<file path="src/design/wtsyn_pkg.sv">
// ----------------------------------------------------------------------------
// wtsyn_pkg
// Shared widths, codes and types of the wavetable synth.
// ----------------------------------------------------------------------------
package wtsyn_pkg;

	// transaction fields
	localparam int CMD_W      = 2;
	localparam int REG_IDX_W  = 5;
	localparam int NIB_W      = 4;
	localparam int WAVE_IDX_W = 8;
	localparam int MIX_W      = 16;
	localparam int OUT_W      = 16;

	// commands
	localparam logic [CMD_W-1:0] CMD_REG_WR  = 2'd0;
	localparam logic [CMD_W-1:0] CMD_WAVE_WR = 2'd1;
	localparam logic [CMD_W-1:0] CMD_TICK    = 2'd2;

	// sound register file
	localparam int NUM_REGS = 32;
	localparam int FREQ_W   = 20;
	localparam int WSEL_W   = 3;
	localparam int POS_W    = 5;
	localparam int WAVE_DEPTH = 256;

	localparam logic [REG_IDX_W-1:0] REG_FREQ0 = 5'h10; // voice 0 bits 3:0
	localparam logic [REG_IDX_W-1:0] REG_FREQ1 = 5'h16; // voice 1 bits 7:4
	localparam logic [REG_IDX_W-1:0] REG_FREQ2 = 5'h1b; // voice 2 bits 7:4
	localparam logic [REG_IDX_W-1:0] REG_VOL0  = 5'h15;
	localparam logic [REG_IDX_W-1:0] REG_VOL1  = 5'h1a;
	localparam logic [REG_IDX_W-1:0] REG_VOL2  = 5'h1f;
	localparam logic [REG_IDX_W-1:0] REG_WSEL0 = 5'h05;
	localparam logic [REG_IDX_W-1:0] REG_WSEL1 = 5'h0a;
	localparam logic [REG_IDX_W-1:0] REG_WSEL2 = 5'h0f;

	// voices
	localparam int VOICES  = 3;
	localparam int VOICE_W = 2;
	localparam int PHASE_W = 32;

	// configuration
	localparam int CFG_ADDR_W = 3;
	localparam int CFG_DATA_W = 32;
	localparam int SCALE_W    = 16;
	localparam logic       CFG_PHASE_SCALE = 1'b0; // word index of phase_scale
	localparam logic [SCALE_W-1:0] SCALE_RESET = 16'd8192;

	// arithmetic
	localparam int MUL_A_W = 21;
	localparam int MUL_B_W = 17;
	localparam int PROD_W  = MUL_A_W + MUL_B_W;
	localparam int SMP_W   = 5;   // sample minus offset, signed
	localparam int SUM_W   = 10;  // three voices of -120..105
	localparam int SAT_W   = 18;
	localparam logic signed [SMP_W-1:0] SMP_OFFSET = 5'sd8;
	localparam logic signed [MUL_B_W-1:0] MIX_GAIN = 17'sd40;
	localparam logic signed [OUT_W-1:0] OUT_MAX = 16'sh7fff;
	localparam logic signed [OUT_W-1:0] OUT_MIN = 16'sh8000;

	// multiplier operations
	localparam logic [1:0] MUL_STEP  = 2'd0; // frequency * phase_scale
	localparam logic [1:0] MUL_VOICE = 2'd1; // volume * (sample - 8)
	localparam logic [1:0] MUL_GAIN  = 2'd2; // voice sum * 40

	typedef struct packed {
		logic [FREQ_W-1:0] freq;
		logic [NIB_W-1:0]  vol;
		logic [WSEL_W-1:0] wsel;
		logic              active;
	} voice_cfg_t;

	typedef struct packed {
		logic [1:0]               op;
		logic [FREQ_W-1:0]        freq;
		logic [SCALE_W-1:0]       scale;
		logic [NIB_W-1:0]         vol;
		logic signed [SMP_W-1:0]  smp;
		logic signed [SUM_W-1:0]  sum;
	} mul_req_t;

endpackage

</file>
<file path="src/design/wtsyn_if.sv">
// ----------------------------------------------------------------------------
// wtsyn_if
// Valid/ready channels of the wavetable synth: command items and results.
// ----------------------------------------------------------------------------
interface wtsyn_item_if;
	logic                                  valid;
	logic                                  ready;
	logic [wtsyn_pkg::CMD_W-1:0]           command;
	logic [wtsyn_pkg::REG_IDX_W-1:0]       reg_index;
	logic [wtsyn_pkg::NIB_W-1:0]           reg_value;
	logic [wtsyn_pkg::WAVE_IDX_W-1:0]      wave_index;
	logic [wtsyn_pkg::NIB_W-1:0]           wave_value;
	logic signed [wtsyn_pkg::MIX_W-1:0]    mix_in;

	modport source (output valid, command, reg_index, reg_value, wave_index,
		wave_value, mix_in, input ready);
	modport sink (input valid, command, reg_index, reg_value, wave_index,
		wave_value, mix_in, output ready);
endinterface

interface wtsyn_result_if;
	logic                                  valid;
	logic                                  ready;
	logic signed [wtsyn_pkg::OUT_W-1:0]    sample_out;

	modport source (output valid, sample_out, input ready);
	modport sink (input valid, sample_out, output ready);
endinterface

</file>
<file path="src/design/wtsyn_ram.sv">
// ----------------------------------------------------------------------------
// wtsyn_ram
// Generic single-write, single-read RAM with registered read data.
// ----------------------------------------------------------------------------
module wtsyn_ram #(
	parameter int WIDTH = 4,
	parameter int DEPTH = 256
) (
	input  logic                     clk,
	input  logic                     we,
	input  logic [$clog2(DEPTH)-1:0] waddr,
	input  logic [WIDTH-1:0]         wdata,
	input  logic [$clog2(DEPTH)-1:0] raddr,
	output logic [WIDTH-1:0]         rdata
);

	logic [WIDTH-1:0] mem_q [DEPTH];
	logic [WIDTH-1:0] rdata_q;

	always_ff @(posedge clk) begin
		if (we) begin
			mem_q[waddr] <= wdata;
		end
		rdata_q <= mem_q[raddr];
	end

	assign rdata = rdata_q;

endmodule

</file>
<file path="src/design/wtsyn_regs.sv">
// ----------------------------------------------------------------------------
// wtsyn_regs
// 32 x 4-bit sound registers; decodes the fields of the selected voice.
// ----------------------------------------------------------------------------
module wtsyn_regs (
	input  logic                             clk,
	input  logic                             arst_n,
	input  logic                             we,
	input  logic [wtsyn_pkg::REG_IDX_W-1:0]  idx,
	input  logic [wtsyn_pkg::NIB_W-1:0]      wdata,
	input  logic [wtsyn_pkg::VOICE_W-1:0]    voice,
	output wtsyn_pkg::voice_cfg_t            cfg
);

	logic [wtsyn_pkg::NIB_W-1:0] regs_q [wtsyn_pkg::NUM_REGS];

	always_ff @(posedge clk or negedge arst_n) begin
		if (!arst_n) begin
			for (int i = 0; i < wtsyn_pkg::NUM_REGS; i++) begin
				regs_q[i] <= '0;
			end
		end else if (we) begin
			regs_q[idx] <= wdata;
		end
	end

	// voice 0 has a 20-bit frequency, voices 1 and 2 have bits 3:0 tied low
	always_comb begin
		cfg = '0;
		unique case (voice)
			2'd0: begin
				cfg.freq = {regs_q[wtsyn_pkg::REG_FREQ0 + 5'd4],
					regs_q[wtsyn_pkg::REG_FREQ0 + 5'd3],
					regs_q[wtsyn_pkg::REG_FREQ0 + 5'd2],
					regs_q[wtsyn_pkg::REG_FREQ0 + 5'd1],
					regs_q[wtsyn_pkg::REG_FREQ0]};
				cfg.vol  = regs_q[wtsyn_pkg::REG_VOL0];
				cfg.wsel = regs_q[wtsyn_pkg::REG_WSEL0][wtsyn_pkg::WSEL_W-1:0];
			end
			2'd1: begin
				cfg.freq = {regs_q[wtsyn_pkg::REG_FREQ1 + 5'd3],
					regs_q[wtsyn_pkg::REG_FREQ1 + 5'd2],
					regs_q[wtsyn_pkg::REG_FREQ1 + 5'd1],
					regs_q[wtsyn_pkg::REG_FREQ1], 4'h0};
				cfg.vol  = regs_q[wtsyn_pkg::REG_VOL1];
				cfg.wsel = regs_q[wtsyn_pkg::REG_WSEL1][wtsyn_pkg::WSEL_W-1:0];
			end
			2'd2: begin
				cfg.freq = {regs_q[wtsyn_pkg::REG_FREQ2 + 5'd3],
					regs_q[wtsyn_pkg::REG_FREQ2 + 5'd2],
					regs_q[wtsyn_pkg::REG_FREQ2 + 5'd1],
					regs_q[wtsyn_pkg::REG_FREQ2], 4'h0};
				cfg.vol  = regs_q[wtsyn_pkg::REG_VOL2];
				cfg.wsel = regs_q[wtsyn_pkg::REG_WSEL2][wtsyn_pkg::WSEL_W-1:0];
			end
			default: cfg = '0;
		endcase
		cfg.active = (cfg.vol != '0) && (cfg.freq != '0);
	end

endmodule

</file>
<file path="src/design/wtsyn_mul.sv">
// ----------------------------------------------------------------------------
// wtsyn_mul
// Shared signed 21x17 multiplier with operand select and registered product.
// ----------------------------------------------------------------------------
module wtsyn_mul (
	input  logic                                 clk,
	input  wtsyn_pkg::mul_req_t                  req,
	output logic signed [wtsyn_pkg::PROD_W-1:0]  prod
);

	logic signed [wtsyn_pkg::MUL_A_W-1:0] a;
	logic signed [wtsyn_pkg::MUL_B_W-1:0] b;
	logic signed [wtsyn_pkg::PROD_W-1:0]  prod_q;

	always_comb begin
		unique case (req.op)
			wtsyn_pkg::MUL_STEP: begin
				a = $signed({1'b0, req.freq});
				b = $signed({1'b0, req.scale});
			end
			wtsyn_pkg::MUL_VOICE: begin
				a = $signed({{(wtsyn_pkg::MUL_A_W - wtsyn_pkg::NIB_W){1'b0}}, req.vol});
				b = wtsyn_pkg::MUL_B_W'(req.smp);
			end
			wtsyn_pkg::MUL_GAIN: begin
				a = wtsyn_pkg::MUL_A_W'(req.sum);
				b = wtsyn_pkg::MIX_GAIN;
			end
			default: begin
				a = '0;
				b = '0;
			end
		endcase
	end

	always_ff @(posedge clk) begin
		prod_q <= wtsyn_pkg::PROD_W'(a) * wtsyn_pkg::PROD_W'(b);
	end

	assign prod = prod_q;

endmodule

</file>
<file path="src/design/wavetable_three_voice_synth_unit.sv">
// ----------------------------------------------------------------------------
// wavetable_three_voice_synth_unit: three-voice wavetable sound generator
// Register and wave-table writes are taken in idle and leave the input ready.
// A sample tick makes three passes per voice (READ, STEP, ACC), then GAIN and
// SAT, through the one shared multiplier.
// Reset clears sound registers and phases, sets phase_scale to 8192.
// ----------------------------------------------------------------------------
module wavetable_three_voice_synth_unit (
	input  logic                                clk,
	input  logic                                arst_n,
	wtsyn_item_if.sink                          item,
	wtsyn_result_if.source                      result,
	// APB-style configuration port
	input  logic                                psel,
	input  logic                                penable,
	input  logic                                pwrite,
	input  logic [wtsyn_pkg::CFG_ADDR_W-1:0]    paddr,
	input  logic [wtsyn_pkg::CFG_DATA_W-1:0]    pwdata,
	output logic [wtsyn_pkg::CFG_DATA_W-1:0]    prdata,
	output logic                                pready
);

	// Sequencer states. A tick walks READ -> STEP -> ACC once per voice,
	// then GAIN -> SAT. The multiplier result of each state's request is
	// seen in the state after it.
	localparam logic [2:0] ST_IDLE = 3'd0;
	localparam logic [2:0] ST_READ = 3'd1; // wave RAM read, mul freq*scale
	localparam logic [2:0] ST_STEP = 3'd2; // phase update, mul vol*(smp-8)
	localparam logic [2:0] ST_ACC  = 3'd3; // accumulate voice product
	localparam logic [2:0] ST_GAIN = 3'd4; // mul sum*40
	localparam logic [2:0] ST_SAT  = 3'd5; // add mix_in, saturate, load output

	logic [2:0]                              state_q;
	logic [wtsyn_pkg::VOICE_W-1:0]           voice_q;
	logic signed [wtsyn_pkg::SUM_W-1:0]      sum_q;
	logic signed [wtsyn_pkg::MIX_W-1:0]      mix_q;
	logic [wtsyn_pkg::PHASE_W-1:0]           phase_q [wtsyn_pkg::VOICES];
	logic [wtsyn_pkg::SCALE_W-1:0]           scale_q;
	logic                                    out_valid_q;
	logic signed [wtsyn_pkg::OUT_W-1:0]      out_data_q;

	logic                                    item_acc;
	logic                                    cfg_wr;
	logic                                    out_free;
	wtsyn_pkg::voice_cfg_t                   vcfg;
	wtsyn_pkg::mul_req_t                     mreq;
	logic signed [wtsyn_pkg::PROD_W-1:0]     prod;
	logic [wtsyn_pkg::NIB_W-1:0]             ram_rdata;
	logic [wtsyn_pkg::WAVE_IDX_W-1:0]        ram_raddr;
	logic [wtsyn_pkg::PHASE_W-1:0]           phase_cur;
	logic signed [wtsyn_pkg::SAT_W-1:0]      mix_sum;
	logic signed [wtsyn_pkg::OUT_W-1:0]      sat_val;

	// ------------------------------------------------------------------
	// Handshakes
	// ------------------------------------------------------------------
	// Input is taken only between ticks; a finished result may still be
	// waiting in the output register while writes and the next tick go on.
	assign item.ready = (state_q == ST_IDLE);
	assign item_acc   = item.valid && item.ready;
	assign out_free   = !out_valid_q || result.ready;

	assign result.valid      = out_valid_q;
	assign result.sample_out = out_data_q;

	// ------------------------------------------------------------------
	// Configuration: one register, phase_scale, at byte address 0
	// ------------------------------------------------------------------
	assign pready = 1'b1;
	assign cfg_wr = psel && penable && pwrite && pready &&
		(paddr[2] == wtsyn_pkg::CFG_PHASE_SCALE);
	assign prdata = (paddr[2] == wtsyn_pkg::CFG_PHASE_SCALE) ?
		wtsyn_pkg::CFG_DATA_W'(scale_q) : '0;

	always_ff @(posedge clk or negedge arst_n) begin
		if (!arst_n) begin
			scale_q <= wtsyn_pkg::SCALE_RESET;
		end else if (cfg_wr) begin
			scale_q <= pwdata[wtsyn_pkg::SCALE_W-1:0];
		end
	end

	// ------------------------------------------------------------------
	// Storage: sound registers (flops, reset) and wave table (RAM, no reset)
	// ------------------------------------------------------------------
	wtsyn_regs u_regs (
		.clk    (clk),
		.arst_n (arst_n),
		.we     (item_acc && (item.command == wtsyn_pkg::CMD_REG_WR)),
		.idx    (item.reg_index),
		.wdata  (item.reg_value),
		.voice  (voice_q),
		.cfg    (vcfg)
	);

	// Table address: wave select, then top five phase bits of the voice.
	assign phase_cur = phase_q[voice_q];
	assign ram_raddr = {vcfg.wsel,
		phase_cur[wtsyn_pkg::PHASE_W-1 -: wtsyn_pkg::POS_W]};

	wtsyn_ram #(
		.WIDTH (wtsyn_pkg::NIB_W),
		.DEPTH (wtsyn_pkg::WAVE_DEPTH)
	) u_wave_ram (
		.clk   (clk),
		.we    (item_acc && (item.command == wtsyn_pkg::CMD_WAVE_WR)),
		.waddr (item.wave_index),
		.wdata (item.wave_value),
		.raddr (ram_raddr),
		.rdata (ram_rdata)
	);

	// ------------------------------------------------------------------
	// Shared multiplier: operand set chosen by the state
	// ------------------------------------------------------------------
	always_comb begin
		mreq.freq  = vcfg.freq;
		mreq.scale = scale_q;
		mreq.vol   = vcfg.vol;
		// RAM data is valid in STEP, the cycle after the READ address
		mreq.smp   = $signed({1'b0, ram_rdata}) - wtsyn_pkg::SMP_OFFSET;
		mreq.sum   = sum_q;
		unique case (state_q) inside
			ST_STEP:         mreq.op = wtsyn_pkg::MUL_VOICE;
			// SAT repeats the gain request so the product holds while the
			// output register is full
			ST_GAIN, ST_SAT: mreq.op = wtsyn_pkg::MUL_GAIN;
			default:         mreq.op = wtsyn_pkg::MUL_STEP;
		endcase
	end

	wtsyn_mul u_mul (
		.clk  (clk),
		.req  (mreq),
		.prod (prod)
	);

	// ------------------------------------------------------------------
	// Final mix: mix_in + 40*sum, clamped to signed 16 bits
	// ------------------------------------------------------------------
	assign mix_sum = wtsyn_pkg::SAT_W'(mix_q) +
		$signed(prod[wtsyn_pkg::SAT_W-1:0]);

	always_comb begin
		if (mix_sum > wtsyn_pkg::SAT_W'(wtsyn_pkg::OUT_MAX)) begin
			sat_val = wtsyn_pkg::OUT_MAX;
		end else if (mix_sum < wtsyn_pkg::SAT_W'(wtsyn_pkg::OUT_MIN)) begin
			sat_val = wtsyn_pkg::OUT_MIN;
		end else begin
			sat_val = mix_sum[wtsyn_pkg::OUT_W-1:0];
		end
	end

	// ------------------------------------------------------------------
	// Sequencer and voice state
	// ------------------------------------------------------------------
	always_ff @(posedge clk or negedge arst_n) begin
		if (!arst_n) begin
			state_q <= ST_IDLE;
			voice_q <= '0;
			sum_q   <= '0;
			for (int i = 0; i < wtsyn_pkg::VOICES; i++) begin
				phase_q[i] <= '0;
			end
		end else begin
			unique case (state_q)
				ST_IDLE: begin
					if (item_acc && (item.command == wtsyn_pkg::CMD_TICK)) begin
						voice_q <= '0;
						sum_q   <= '0;
						state_q <= ST_READ;
					end
				end
				ST_READ: state_q <= ST_STEP;
				ST_STEP: begin
					// product holds freq*scale; wrap at 32 bits
					if (vcfg.active) begin
						phase_q[voice_q] <= phase_cur + prod[wtsyn_pkg::PHASE_W-1:0];
					end
					state_q <= ST_ACC;
				end
				ST_ACC: begin
					if (vcfg.active) begin
						sum_q <= sum_q + $signed(prod[wtsyn_pkg::SUM_W-1:0]);
					end
					if (voice_q == wtsyn_pkg::VOICE_W'(wtsyn_pkg::VOICES - 1)) begin
						state_q <= ST_GAIN;
					end else begin
						voice_q <= voice_q + 1'b1;
						state_q <= ST_READ;
					end
				end
				ST_GAIN: state_q <= ST_SAT;
				ST_SAT: begin
					// hold here until the output register can take the sample
					if (out_free) begin
						state_q <= ST_IDLE;
					end
				end
				default: state_q <= ST_IDLE;
			endcase
		end
	end

	// mix_in is captured with the tick transaction
	always_ff @(posedge clk) begin
		if (item_acc && (item.command == wtsyn_pkg::CMD_TICK)) begin
			mix_q <= item.mix_in;
		end
	end

	// ------------------------------------------------------------------
	// Output register
	// ------------------------------------------------------------------
	always_ff @(posedge clk or negedge arst_n) begin
		if (!arst_n) begin
			out_valid_q <= 1'b0;
		end else if ((state_q == ST_SAT) && out_free) begin
			out_valid_q <= 1'b1;
		end else if (result.ready) begin
			out_valid_q <= 1'b0;
		end
	end

	always_ff @(posedge clk) begin
		if ((state_q == ST_SAT) && out_free) begin
			out_data_q <= sat_val;
		end
	end

endmodule

</file>
<file path="src/flat_wrapper.sv">
// flat-port wrapper written by rule: the top's interface ports become plain ports
module wavetable_three_voice_synth_unit_flat 
  (clk, arst_n, psel, penable, pwrite, paddr, pwdata, prdata, pready, item_valid, item_command, item_reg_index, item_reg_value, item_wave_index, item_wave_value, item_mix_in, item_ready, result_valid, result_sample_out, result_ready);
  wtsyn_item_if item_i ();
  wtsyn_result_if result_i ();
  input  logic clk;
  input  logic arst_n;
  input  logic psel;
  input  logic penable;
  input  logic pwrite;
  input  logic [wtsyn_pkg::CFG_ADDR_W-1:0] paddr;
  input  logic [wtsyn_pkg::CFG_DATA_W-1:0] pwdata;
  output logic [wtsyn_pkg::CFG_DATA_W-1:0] prdata;
  output logic pready;
  input wire logic [$bits(item_i.valid)-1:0] item_valid;
  input wire logic [$bits(item_i.command)-1:0] item_command;
  input wire logic [$bits(item_i.reg_index)-1:0] item_reg_index;
  input wire logic [$bits(item_i.reg_value)-1:0] item_reg_value;
  input wire logic [$bits(item_i.wave_index)-1:0] item_wave_index;
  input wire logic [$bits(item_i.wave_value)-1:0] item_wave_value;
  input wire logic [$bits(item_i.mix_in)-1:0] item_mix_in;
  output wire logic [$bits(item_i.ready)-1:0] item_ready;
  output wire logic [$bits(result_i.valid)-1:0] result_valid;
  output wire logic [$bits(result_i.sample_out)-1:0] result_sample_out;
  input wire logic [$bits(result_i.ready)-1:0] result_ready;
  assign item_i.valid = item_valid;
  assign item_i.command = item_command;
  assign item_i.reg_index = item_reg_index;
  assign item_i.reg_value = item_reg_value;
  assign item_i.wave_index = item_wave_index;
  assign item_i.wave_value = item_wave_value;
  assign item_i.mix_in = item_mix_in;
  assign item_ready = item_i.ready;
  assign result_valid = result_i.valid;
  assign result_sample_out = result_i.sample_out;
  assign result_i.ready = result_ready;
  wavetable_three_voice_synth_unit u_core (.clk(clk), .arst_n(arst_n), .item(item_i), .result(result_i), .psel(psel), .penable(penable), .pwrite(pwrite), .paddr(paddr), .pwdata(pwdata), .prdata(prdata), .pready(pready));
endmodule
</file>
<file path="config.mk">
export PLATFORM = sky130hd
export DESIGN_NAME = wavetable_three_voice_synth_unit_flat
export DESIGN_NICKNAME = d
export VERILOG_FILES = /design/src/design/wtsyn_pkg.sv /design/src/design/wtsyn_if.sv /design/src/design/wtsyn_ram.sv /design/src/design/wtsyn_regs.sv /design/src/design/wtsyn_mul.sv /design/src/design/wavetable_three_voice_synth_unit.sv /design/src/flat_wrapper.sv
export SDC_FILE = /design/constraint.sdc
export NUM_CORES = 2
export LEC_CHECK = 0
export ABC_AREA = 1
export BUFFER_PORTS_ARGS = -buffer_cell sky130_fd_sc_hd__buf_2
export CAP_MARGIN = 25
export CORE_ASPECT_RATIO = 2
export CORE_MARGIN = 3
export CORE_UTILIZATION = 35
export DETAILED_ROUTE_END_ITERATION = 8
export PLACE_DENSITY = 0.49
export SLEW_MARGIN = 10
export SYNTH_ARGS = -nofsm -noshare
export SYNTH_HDL_FRONTEND = slang
export SYNTH_SLANG_ARGS = --single-unit
</file>
<file path="constraint.sdc">
create_clock -name clk -period 7.4 [get_ports clk]
set_input_delay 0.74 -clock clk [delete_from_list [all_inputs] [get_ports clk]]
set_output_delay 0.74 -clock clk [all_outputs]
set_load 0.03 [all_outputs]
</file>
Yosys cells after proc, flatten, opt, wreduce, memory -nomap -nowiden
Memories as Yosys holds them, arrays and structs flattened. A register that Yosys moved wholly into a read port is not among the register bits.
Cells that the tools add are included.

cells by class
  $add $sub $neg = 5
  multiplexer cells = 29
  reduce and logical (&&, ||, !) cells = 26
  bitwise operators = 3
  multiply operators = 1
  equality and inequality tests = 15
  order comparisons = 6

operators with widths
  cell                                                                                count
  128-bit bitwise mux                                                                 1
  96-bit bitwise mux                                                                  1
  32-bit 2-to-1 mux                                                                   3
  27-bit case mux with 3 select lines                                                 1
  32-bit binary-select mux with 2-bit select                                          1
  32-bit demux with 2-bit select                                                      1
  21-bit case mux with 3 select lines                                                 1
  17-bit case mux with 3 select lines                                                 1
  32-bit adder                                                                        1
  21-bit by 17-bit multiplier with 32-bit output                                      1
  16-bit 2-to-1 mux                                                                   2
  4-bit demux with 5-bit select                                                       1
  10-bit 2-to-1 mux                                                                   2
  10-bit case mux with 2 select lines                                                 1
  20-bit nonzero test                                                                 1
  16-bit by 18-bit adder with 18-bit output                                           1
  18-bit by 16-bit greater-than comparator with 1-bit output (second input constant)  1
  18-bit by 16-bit less-than comparator with 1-bit output (second input constant)     1
  3-bit case mux with 6 select lines                                                  1
  1-bit logical AND                                                                   11
  10-bit adder                                                                        1
  3-bit 2-to-1 mux                                                                    3
  2-bit case mux with 2 select lines                                                  2
  2-bit by 1-bit equality test with 1-bit output (second input constant)              3
  other kinds (27)                                                                    42

word-level totals
  memories = 1
  logic and storage cells = 129
  register bits after elaboration = 320
  RAM bits = 1024
  output and inout bits = 51

memory list
  name                     words  bits a word  rd ports  clocked after memory_dff  wr ports  RTL line         RTL
  u_core.u_wave_ram.mem_q  256    4            1         1                         1         wtsyn_ram.sv:17  logic [WIDTH-1:0] mem_q [DEPTH];

Longest topological paths before layout
  depth after elaboration = 6
  depth in mapped cells = 37
  gate-level depth less buffers = 33

Modules after synthesis
From an unflattened synthesis, not the netlist that was laid out.

second synthesis, totals
  cell total of the unflattened synthesis = 7644
  area, all modules = 72396.9 sq um

by module, submodules not included
  module                            times used  cells an instance  area an instance (sq um)  sequential area each (sq um)
  wtsyn_ram                         1           3720               42824.8                   30829.6
  wtsyn_mul                         1           1987               15434.8                   760.7
  wavetable_three_voice_synth_unit  1           1516               10782.8                   4165.2
  wtsyn_regs                        1           421                3354.5                    1826.8

Worst setup path before layout
Ideal clock, no wire load.

  path type = register -> register
  from = register u_core.voice_q[0] (netlist bit)
  to = register u_core.u_mul.prod_q, in the netlist u_core.u_mul.prod[28]
  cell stages (with the launch flop) = 37
  path slack = 0.334 ns
  data required time = 7.279 ns
  arrival = 6.945 ns
  buffers on the path = 5
  path through = dfrtp_1 > inv_2 > clkbuf_1 > clkbuf_1 > ha_1 > buf_2 > buf_2 > nand2_1 > nand3_1 > nand2_1 > inv_1 > a21oi_1 > inv_1 > clkbuf_1 > nand2_1 > fa_1 > inv_1 > fa_1 > inv_1 > fa_1 > inv_1 > fa_1 > fa_1 > inv_1 > fa_1 > inv_1 > ha_1 > a21oi_1 > nor2_1 > nor2_1 > nor2_1 > nor2_1 > nand3_1 > a21o_1 > nand3_1 > nand2_1 > xor2_1

on the way
  longest elaborated chain between the ends = 4

ends and longest elaborated chain
  what                                              RTL line                                 RTL
  start: declaration                                wavetable_three_voice_synth_unit.sv:34   logic [wtsyn_pkg::VOICE_W-1:0] voice_q;
  start signal: assignment                          wavetable_three_voice_synth_unit.sv:189  voice_q <= voice_q + 1'b1;
  2-bit equality test (tied with other cells)       wtsyn_regs.sv:30                         unique case (voice)
  27-bit case mux with 3 select lines *             wtsyn_regs.sv:30
  21-bit case mux with 3 select lines *             wtsyn_mul.sv:16                          unique case (req.op)
  21-bit by 17-bit multiplier with 32-bit output *  wtsyn_mul.sv:37                          prod_q <= wtsyn_pkg::PROD_W'(a) * wtsyn_pkg::PROD_W'(b);
  end signal: assignment                            wtsyn_mul.sv:37
  end: declaration                                  wtsyn_mul.sv:13                          logic signed [wtsyn_pkg::PROD_W-1:0] prod_q;

Mark *: on every way between the ends. The rest lies on a longest branch, timed or not.
A chain may end at the register's enable or synchronous reset.

Final worst setup path
  from = register u_core.state_q[1]
  to = register u_core.u_mul.prod_q, in the netlist u_core.u_mul.prod[25]

on the way
  longest elaborated chain between the ends = 6

ends and longest elaborated chain
  what                                                                                        RTL line                                 RTL
  start: declaration                                                                          wavetable_three_voice_synth_unit.sv:33   logic [2:0] state_q;
  start signal: assignment                                                                    wavetable_three_voice_synth_unit.sv:159  state_q <= ST_IDLE;
  start signal: assignment                                                                    wavetable_three_voice_synth_unit.sv:171  state_q <= ST_READ;
  start signal: assignment                                                                    wavetable_three_voice_synth_unit.sv:174  ST_READ: state_q <= ST_STEP;
  3-bit equality test (no source line)                                                        n/a
  2-bit OR reduction                                                                          wavetable_three_voice_synth_unit.sv:123  unique case (state_q) inside
  2-bit case mux with 2 select lines *                                                        wavetable_three_voice_synth_unit.sv:123
  2-bit equality test (tied with other cells)                                                 wtsyn_mul.sv:16
  21-bit case mux with 3 select lines or 17-bit case mux with 3 select lines (tied branches)  wtsyn_mul.sv:16
  21-bit by 17-bit multiplier with 32-bit output *                                            wtsyn_mul.sv:37

Marked as above.

==> impl_metrics.yaml <==
run_status:
  status: "finished, final reports clean"
sta:
  fin_crit_sh_pct: 97.09
  relSlewSlack_pct: 30.88
  slew_viol_final: 0
  rsz0062_at_grt: "true"
  skew_ns: 0.03393
  max_freq_mhz: 139.2
  tightest_slew_ns: 1.034
  setup_viol: 0
  finalHoldViolCount: 0
  fin_crit_ns: 7.185
final_layout:
  instances_no_fill: 10180
  layout-drive-gt1-share_pct: 6.650
  mostFrequentLayoutCell: "nand2_1"
  syn_to_final_growth_pct: 10.93
  postLayoutCellArea_um2: 78600
  nNetsFinal: 7903
  mostFrequentLayoutCells: "nand2_1 (1,617), inv_1 (1,094), edfxtp_1 (1,056), nand3_1 (976), nor2_1 (546)"
route:
  ant_nets: 0
  drtPass1Iterations: 5
  drt_first_iter_violations: 2882
  vias_per_cell: 4.987
  vias: 50770
  drc: 0
  routed_wl_mm: 220.5
  wire_per_inst_um: 21.66
floorplanning:
  die_w_um: 324.1
  die-height_um: 642.3
  ios: 132
  start_util_pct: 35.17
  num_rows: 233
  dieArea_um2: 208200
  coreArea_um2: 201400
logic_synthesis:
  synth_edf_count: 1056
  synth_cell_types: 54
  synth_seq_area_share_pct: 52.88
  synth-seq-cells: 1293
  avgSynthCellArea_um2: 9.630
  netlist_instances: 7357
  syn_area_um2: 70850
  ys.warnings.count: 0
  async_reset_ff_share_pct: 15.55
  synth-main-ff-cell: "edfxtp_1"
clock_network:
  post-cts-setup-buffers: 0
  ctsLongestPathBuffers: 3
  cts_tree: "built"
  clkLatencyLatePin_ns: 0.76
  numCtsBuffers: 118
  cts-root-buf: "clkbuf_16"
  path_clk_slew_ns: 0.07
  htree_levels: 3
  cts_sinks: 1293
global_routing:
  track_usage_pct: 21.00
  grt-ovfl-total: 0
  grt_pass1_vias: 52230
  antenna_found_initial: 11
  grt_pass1_wl_mm: 324.3
  grt_max_degree: 186
placement:
  placed_cell_area_um2: 74520
  dp.cells: 9949
  io_buffers: 96
  globalplace.congestion: 0.9205
  dp_hpwl_mm: 151.9
worst_setup_path:
  crit_fanout: 11
  worstSetupStartpointType: "flop"
  crit_type: "flop to flop"
  crit_path_end_kind: "flop"
  cp.arrival_ns: 7.83
  reg2reg_slack_ns: 0.22
  cp_data_required_time_ns: 8.05
min_path:
  min_path_type: "primary input to flop"
power:
  finalPower_mw: 26.64
  cellLeakagePower_nw: 33.04
  vdd_ir_drop_max_v: 0.0003637
  power_density_nw_per_um2: 339.0
flow_run:
  maxCapViolations: 0
==> cells by family after synthesis <==
group                    after synthesis  share of synthesized area (%)
flip-flops                          1293                          52.88
XOR/XNOR                              95                          1.174
buffers and inverters               1503                          8.553
AND/OR/NAND/NOR                     3504                          22.07
AO/OA/AOI/OAI                        507                          4.078
other                                  2                        0.01060
adder cells (fa/ha/maj)              453                          11.24
==> critical path: stages, from the launching register on <==
cell	delay (ns)
dfrtp_1	0.43
nor2_2	0.29
inv_1	0.11
nand2_2	0.13
clkinvlp_4	0.31
a21oi_2	0.26
inv_1	0.28
buf_4	0.25
nand2_1	0.09
fa_1	0.44
fa_1	0.52
inv_1	0.05
fa_1	0.48
fa_1	0.52
fa_1	0.49
inv_1	0.05
fa_1	0.64
inv_1	0.08
ha_1	0.37
nand2_1	0.18
nor4_2	0.42
buf_4	0.18
nand2_1	0.04
o211ai_1	0.26
xor2_1	0.20
==> layout make-up <==
class	instances	area [um2]
inverters	1108	4179
well taps	2702	3381
fillers	20030	122900
multi-input cells	4592	27560
flip-flops and latches	1293	37460
clock buffers	134	3054
diodes	4	10.01
repair buffers	256	1989
clock inverters	91	960.9
==> registers in the layout, indices dropped and copies added (netlist names), 3 cells and up <==
register / cells
u_core.phase_q: 96
u_core.u_wave_ram.rdata: 4
u_core.result.sample_out: 16
u_core.state_q: 3
u_core.scale_q: 16
u_core.sum_q: 10
u_core.u_regs.regs_q: 73
u_core.u_wave_ram.mem_q: 1024
u_core.mix_q: 16
u_core.u_mul.prod: 32
==> cell usage after synthesis (all sizes together), types with 36 or more instances <==
master / n / area share, %
nand2: 1624 / 8.6
inv: 1102 / 5.8
edfxtp: 1056 / 45
nand3: 977 / 6.9
nor2: 551 / 2.9
fa: 306 / 8.6
nand3b: 291 / 3.1
buf: 247 / 1.9
o21ai: 247 / 1.8
dfrtp: 200 / 7.1
clkbuf: 148 / 0.78
ha: 147 / 2.6
a21oi: 138 / 1.0
xor2: 69 / 0.85
o211ai: 61 / 0.65
dfxtp: 36 / 1.0
==> power by group <==
group / leakage [nW] / switching (mW) / internal, mW
Clock: 1.95 / 2.86 / 3.51
Sequential: 12.5 / 0.226 / 8.16
Combinational: 18.6 / 8.21 / 3.68
==> path summary, 6_finish.rpt <==
path / from / to / cells after the start
worst min register to register: u_core.phase_q[55] / u_core.phase_q[55] / 2
worst min-delay path: item_mix_in[0] / u_core.mix_q[0] / 1
worst max-delay path: u_core.state_q[1] / u_core.u_mul.prod[25] / 24
max in group asynchronous: arst_n / u_core.u_regs.regs_q[51] / 3
min in group asynchronous: arst_n / u_core.phase_q[79] / 2
worst max register to register: u_core.state_q[1] / u_core.u_mul.prod[25] / 24
==> layer usage <==
layer  track usage, %  share of wire (%)
met5                0              0.022
met3            2.053                3.3
met2            41.84                 57
met4            12.26                6.7
met1            20.37                 33
==> stage by stage <==
stage	hold WS, ns	utilization, %	TNS [ns]	setup slack (ns)
final	0.1784	39.02	0	0.2150
after global placement	0.4482	36.96	0	0.2102
after CTS	0.1144	38.99	0	0.1619
after floorplan	0.4338	-	0	0.3341
after detailed placement	0.4532	36.99	0	0.2065
after global routing	0.1524	39.01	-0.05017	-0.05017
==> timing repair <==
| item | CTS | global route |
|---|---|---|
| endpoints found under the setup margin | 0 | 5 |
| hold buffers | 1 | 0 |
| hold endpoints to repair | 63 | 0 |
| resized for setup | 0 | 6 |
(Power assumes the default switching activity.)
